<file path="src/sptl_pkg.sv">
// Shared types, constants and a helper function for the segmented priority trie lookup.
`default_nettype none

package sptl_pkg;

    localparam int ADDR_W = 32;
    localparam int LEN_W  = 6;
    localparam int HOP_W  = 8;
    localparam int VIS_W  = 5;

    // Longest legal prefix; longer insert lengths saturate here.
    localparam logic [LEN_W-1:0] MAX_LEN = 6'd32;

    // Transaction kinds carried on the input tuser bit.
    localparam logic KIND_LOOKUP = 1'b0;
    localparam logic KIND_INSERT = 1'b1;

    typedef enum logic [2:0] {
        ST_CLEAR,
        ST_IDLE,
        ST_SEG,
        ST_ROOT,
        ST_NODE,
        ST_MAKE,
        ST_MARK,
        ST_DONE
    } state_t;

    // Fixed-width part of one trie node.
    typedef struct packed {
        logic             prio;
        logic [HOP_W-1:0] hop;
        logic [LEN_W-1:0] len;
        logic [ADDR_W-1:0] prefix;
    } node_info_t;

    // Results of the shared prefix compare unit.
    typedef struct packed {
        logic match;
        logic dup;
        logic nest;
    } cmp_t;

    // Network mask for a prefix length; zero length gives an empty mask.
    function automatic logic [ADDR_W-1:0] len_mask(input logic [LEN_W-1:0] len);
        return ~({ADDR_W{1'b1}} >> len);
    endfunction

endpackage

`default_nettype wire

</file>
<file path="src/sptl_cmp.sv">
// Shared prefix compare unit used by both the lookup and the insert walk.
`default_nettype none

module sptl_cmp
    import sptl_pkg::*;
(
    input  wire logic [ADDR_W-1:0] node_prefix,
    input  wire logic [LEN_W-1:0]  node_len,
    input  wire logic [ADDR_W-1:0] q_addr,
    input  wire logic [LEN_W-1:0]  q_len,
    output cmp_t                   res
);

    logic [ADDR_W-1:0] node_mask;
    logic [ADDR_W-1:0] q_mask;
    logic [ADDR_W-1:0] node_up;
    logic [ADDR_W-1:0] q_up;

    assign node_mask = len_mask(node_len);
    assign q_mask    = len_mask(q_len);
    assign node_up   = node_prefix | ~node_mask;
    assign q_up      = q_addr | ~q_mask;

    // Address covered by the node, identical prefix, and strict nesting.
    always_comb begin
        res.match = ((q_addr ^ node_prefix) & node_mask) == '0;
        res.dup   = (node_prefix == q_addr) && (node_len == q_len);
        res.nest  = (q_len > node_len) && (node_prefix <= q_addr) && (node_up >= q_up);
    end

endmodule

`default_nettype wire

</file>
<file path="config.mk">
export PLATFORM = sky130hd
export DESIGN_NAME = sptl_cmp
export DESIGN_NICKNAME = d
export VERILOG_FILES = /design/src/sptl_pkg.sv /design/src/sptl_cmp.sv
export SDC_FILE = /design/constraint.sdc
export NUM_CORES = 1
export LEC_CHECK = 0
export ABC_AREA = 1
export BUFFER_PORTS_ARGS = -buffer_cell sky130_fd_sc_hd__buf_4
export CAP_MARGIN = 20
export CELL_PAD_IN_SITES_DETAIL_PLACEMENT = 2
export CELL_PAD_IN_SITES_GLOBAL_PLACEMENT = 2
export CORE_MARGIN = 5
export CORE_UTILIZATION = 30
export DETAILED_ROUTE_END_ITERATION = 12
export PLACE_DENSITY = 0.95
export SYNTH_ARGS = -nofsm -noshare
export SYNTH_HDL_FRONTEND = slang
export SYNTH_SLANG_ARGS = --single-unit
</file>
<file path="constraint.sdc">
create_clock -name vclk -period 5.2
set_input_delay 0.52 -clock vclk [all_inputs]
set_output_delay 0.52 -clock vclk [all_outputs]
set_load 0.005 [all_outputs]
</file>
# Word-level counts from Yosys, hierarchy flattened
# Cells that the tools add are included.
[totals] register_bits=0 elab_cells=19 input_bits=76 output_inout_bits=3
[classes] n_reduce_logical=4 shift=2 n_eq_ne=2 n_bitwise=8 order_cmp=3
[ops] op="$not A32 Y32" count=4
[ops] op="$or A32 B32 Y32" count=2
[ops] op="$shr A32 B6 Y32 const A" count=2
[ops] op="$and A32 B32 Y32" count=1
[ops] op="$eq A32 B32 Y1" count=1
[ops] op="$ge A32 B32 Y1" count=1
[ops] op="$le A32 B32 Y1" count=1
[ops] op="$logic_not A32 Y1" count=1
[ops] op="$xor A32 B32 Y32" count=1
[ops] op="$eq A6 B6 Y1" count=1
[ops] op="$gt A6 B6 Y1" count=1
[ops] op="$logic_and A1 B1 Y1" count=3

# Logic depth before layout (Yosys ltp)
# Gate-level depths: netlist of run 1.
[logic_depth] word_depth=6 depth_mapped=18 ltp_nobuf=18

# Least setup slack after synthesis of run 1
# No wires, ideal clock.
[synth_timing] path_kind="in2out" start="input q_len[2]" end="output res[0] (netlist name)" stages=12 path_slack_ps=2555 t_arrival_ps=2125 cell_sequence="clkbuf_1 -> nor2_1 -> nand2_1 -> o211ai_1 -> inv_1 -> ha_1 -> nand2_1 -> nor3_1 -> nand3_1 -> nor3_1 -> nor2_1 -> nor2_1"
[synth_rtl] item="from (decl)" line_no="sptl_cmp.sv:10" rtl="input wire logic [LEN_W-1:0] q_len,"
[synth_rtl] item="to (decl)" line_no="sptl_cmp.sv:11" rtl="output cmp_t res"

==> metrics.csv, run 1 <==
metric,value,unit
cp-start-kind,input pin,
via_per_inst,5.06,
drc_errors,0,
cp_top_family,simple AND/OR/NAND/NOR gates,
yosysWarningCount,0,
drt-initial-drc-count,104,
synthXorXnorAreaFrac,0,%
crit_required,4680,ps
dp_cells,751,
p_comb_share,100.0,%
start_util,30.6,%
core-area,0.00968,sq mm
seqCellArea,0,sq um
synth_adder_area_share,29.6,%
synth.distinct_cells,26,
die_y,109,um
synthesis.area,0.00296,sq mm
p_int,0.137,mW
critPathMaxStageDelay,660,ps
clock_power_share,0,%
seq_cell_count,0,
postCtsSetupRepairBufs,0,
dr.pass1.iters,4,
dpl_cell_area,0.00370,sq mm
hpwl,12600,um
crit_type,in -> out,
critPathSlowestCell,nor2_2,
vias,3805,
finalHoldViolCount,0,
path_cells,buf_4 -> nor2_2 -> inv_1 -> nor2_1 -> o21ai_0 -> nand2_1 -> inv_1 -> ha_1 -> nand2_1 -> nor2_1 -> nand2_1 -> inv_1 -> a21oi_1 -> nand2_1 -> nor2_1 -> nor2_1 -> buf_4,
synth_nets,690,
synth.area.mux_share,0,%
peakVddDrop,24.9,uV
first_global_vias,4335,
nClkBuffers,0,
end_kind,output port,
cp_max_fo,17,
status,completed,
maxSlewViolCount,0,
port_buffers,79,
pwr-share-seq,0,%
antenna_found_initial,1,
cts_resized,0,
synth_compound_area_share,16.6,%
gp_congestion,0.860,
slew_headroom,43.8,%
overflow,0,
cp.arrival,3440,ps
rsz0062_at_grt,false,
dieArea,0.0120,sq mm
cellPowerDensity,92.1,mW/mm^2
setup_viol,0,
tns,0,ps
drive_above_1_share,15.4,%
cts-hold-fix-buffers,0,
grt_max_degree,18,
drt-total-wl,13700,um
fin_crit,3960,ps
layoutNonFillerInstCount,752,
avgRoutedWirePerCell,18.3,um
nets,766,
cap_violations,0,
p_sw_share,59.7,%
worstPathBufferInverterCount,5,
fp-row-count,36,
synthSimpleGateAreaFrac,36.9,%
io_pins,79,
synth_area_per_cell,5.44,sq um
fmax,0.253,GHz
grtUsageTotal,23.1,%
die_w,109,um
worstMarginPinSlew,842,ps
area_growth,25.0,%
postLayoutCellArea,0.00370,sq mm
hp-class,in -> out,
power_switching,0.203,mW
mostFrequentLayoutCell,nand2_1,
grt_pass1_wl,21900,um
p_leak,2.31,nW
final_cell_mix,"159 x nand2_1, 123 x inv_1, 79 x buf_4",
finalCritPeriodShare,76.1,%
ant_nets,0,
synth_top_family_by_area,simple AND/OR/NAND/NOR gates,
synth-seq-area-share,0,%
syn_inst,544,
## per-layer routing
layer	global-route usage, %	vias to the layer above	share of wire (%)
met4	4.01	0	1.6
met3	1.88	18	3.7
met1	28.3	1825	43
met5	0	-	0
li1	-	1878	-
met2	44.2	84	52
## synthesized netlist by cell type
library cell / n / area share, %
or2_2: 8 / 1.7
nor2_4: 1 / 0.38
buf_4: 1 / 0.25
a21o_1: 4 / 1.0
ha_1: 70 / 30
nand2_4: 1 / 0.38
nor3_1: 5 / 0.85
nand3_1: 15 / 2.5
nand4_1: 8 / 1.7
a211oi_1: 9 / 2.3
o2111ai_1: 4 / 1.2
o211ai_1: 3 / 0.76
o21a_1: 2 / 0.51
o21bai_1: 5 / 1.3
a21oi_1: 38 / 6.4
nand3b_1: 10 / 2.5
a21boi_0: 1 / 0.25
o21ai_0: 16 / 2.7
clkinv_1: 1 / 0.13
inv_1: 123 / 16
o21ai_1: 1 / 0.17
nor2_1: 49 / 6.2
inv_2: 4 / 0.51
clkbuf_1: 4 / 0.51
nand2_1: 159 / 20
nor2_2: 2 / 0.42
## area by class of cell
cell class | instances | area (sq um)
Fill cell | 1314 | 5980
Multi-Input combinational cell | 411 | 2460
Timing Repair Buffer | 79 | 593
Inverter | 128 | 480
Tap cell | 133 | 166
Antenna cell | 1 | 2.50
## kinds of logic (layout without fill, tap and decap cells)
family | Yosys count | in the layout
compound gates | 83 | 83
fa+ha+maj | 70 | 70
buf+inv | 133 | 207
simple gates | 258 | 258
other cells | 0 | 1
## tightest hold or removal path: stages
cell and delay, ps:
buf_4 110, ha_1 230, nand3_1 120, nor3_1 80, buf_4 130
## worst paths after layout
path / start / endpoint / cells after the start
min: node_len[0] / res[1] / 5
max: q_len[4] / res[0] / 17
## metrics by stage
| step | setup slack [ps] | power (mW) | hold WS, ps | util, % |
|---|---|---|---|---|
| CTS | 1310 | 0.342 | 1710 | 38.2 |
| finish | 1240 | 0.341 | 1710 | 38.2 |
| global route | 1060 | 0.383 | 1750 | 38.2 |
| floorplan | 2550 | 0.195 | 1350 | - |
| detailed placement | 1330 | 0.340 | 1710 | 38.2 |
| global placement | 1620 | 0.306 | 1680 | 38.2 |
## power groups by stage
stage | registers, mW | logic, mW | clock network, mW
floorplan | 0 | 0.195 | 0
global placement | 0 | 0.306 | 0
detailed placement | 0 | 0.340 | 0
CTS | 0 | 0.342 | 0
global route | 0 | 0.383 | 0
finish | 0 | 0.341 | 0.0000000437
Power figures use the tool's default switching activity.
==> run 2: changes to the inputs <==
CORE_UTILIZATION = 25   (was 30)
PLACE_DENSITY = 0.89   (was 0.95)
clock period = 3.33 ns   (was 5.2 ns; I/O delays follow)
==> run 2 against run 1 <==
Utilization decreased by 5.7 points; largest power group unchanged; power rose by 56%; wire length fell by 0.81%; worst setup slack got worse by 1000 ps; count of clock-buffer cells in the layout unchanged; first-iteration DRC count decreased by 13%; global-route usage decreased by 4.4 points; combinational power increased by 55%; critical endpoint unchanged; highest routed layer unchanged; die area increased by 18%; hold slack lost 350 ps.
==> metrics.csv, run 2 (synthesized netlist as in run 1, its figures left out) <==
metric,value,unit
status,completed,
critPathSlowestCell,o21ai_0,
antenna_found_initial,0,
avgRoutedWirePerCell,17.8,um
dr.pass1.iters,4,
seq_cell_count,0,
nets,770,
n_antenna_cell,0,
tns,0,ps
crit_required,3000,ps
busiest_layer,met2,
dieArea,0.0141,sq mm
vias,3858,
overflow,0,
cp.arrival,2750,ps
rsz0062_at_grt,false,
cts_resized,0,
worstMarginPinSlew,541,ps
start_util,25.7,%
n_fill_cell,1514,
postCtsSetupRepairBufs,0,
grt_pass1_wl,21700,um
cp_top_family,simple AND/OR/NAND/NOR gates,
mostFrequentLayoutCell,nand2_1,
path_cells,buf_4 -> nor2_1 -> inv_1 -> o21ai_0 -> a211oi_1 -> ha_1 -> nand2_1 -> nor2_1 -> nand2_1 -> nand2_1 -> nand2_1 -> nand2_1 -> nand2_1 -> nand2_1 -> nor2_1 -> nor2_1 -> buf_4,
fp-row-count,39,
cts-hold-fix-buffers,0,
p_leak,2.33,nW
gp_congestion,0.935,
via_per_inst,5.04,
core-area,0.0115,sq mm
first_global_vias,4414,
cp_common_cell,nand2_1,
seqCellArea,0,sq um
multi_input_area,0.00246,sq mm
port_buffers,79,
io_pins,79,
maxSlewViolCount,0,
finalCritPeriodShare,92.6,%
grtUsageTotal,18.7,%
hp-class,in -> out,
slew_headroom,63.5,%
grt.met3_usage,1.94,%
setup_viol,0,
die_y,119,um
area_growth,26.3,%
die_w,119,um
critPathMaxStageDelay,460,ps
ant_nets,0,
cp_max_fo,6,
final_cell_mix,"159 x nand2_1, 123 x inv_1, 83 x buf_4",
worstPathBufferInverterCount,3,
cellPowerDensity,142,mW/mm^2
drive_above_1_share,15.9,%
hpwl,12600,um
drt-initial-drc-count,90,
cap_violations,0,
finalHoldViolCount,0,
drc_errors,0,
grt_max_degree,17,
end_kind,output port,
peakVddDrop,36.1,uV
nClkBuffers,0,
power,0.530,mW
drt-total-wl,13600,um
cp-start-kind,input pin,
crit_type,in -> out,
fmax,0.324,GHz
fin_crit,3080,ps
met2_usage,35.9,%
use_met1,22.2,%
## run 2: changes by cell type in the layout (fill, tap and decap cells not counted), sizes merged
cell   change
diode      -1
buf        +4
## run 2: power by group
part	switching [mW]	total (mW)	internal (mW)	leakage [nW]
logic	0.314	0.530	0.217	2.33
registers	0	0	0	0
clock network	0	0	0	0
total	0.314	0.530	0.217	2.33
## run 2: per-stage QoR
step                cell area, sq um  setup WS [ps]  instances  util (%)  hold slack [ps]
detailed placement              3740            347        765      32.5             1370
global placement                3740            406        765      32.5             1360
global route                    3740            106        765      32.5             1400
CTS                             3740            336        765      32.5             1370
floorplan                       2960           1060        544         -              974
finish                          3740            247        765      32.5             1360
## run 2: worst paths after layout
check             slack (ps)  cells past startpoint     end   startpoint
setup / recovery         250                     17  res[0]     q_len[1]
hold / removal          1360                      5  res[1]  node_len[0]
## run 2: area by class of cell
type	instances	area share, %
inverters	128	12.8
multi-input cells	411	65.7
well taps	143	4.78
repair buffers	83	16.7
## run 2: routing by layer
metal / wire, um / share of wire, % / up-vias
met5: 0 / 0 / -
met2: 7060 / 52 / 99
li1: - / - / 1885
met3: 567 / 4.2 / 32
met1: 5630 / 41 / 1842
met4: 362 / 2.7 / 0
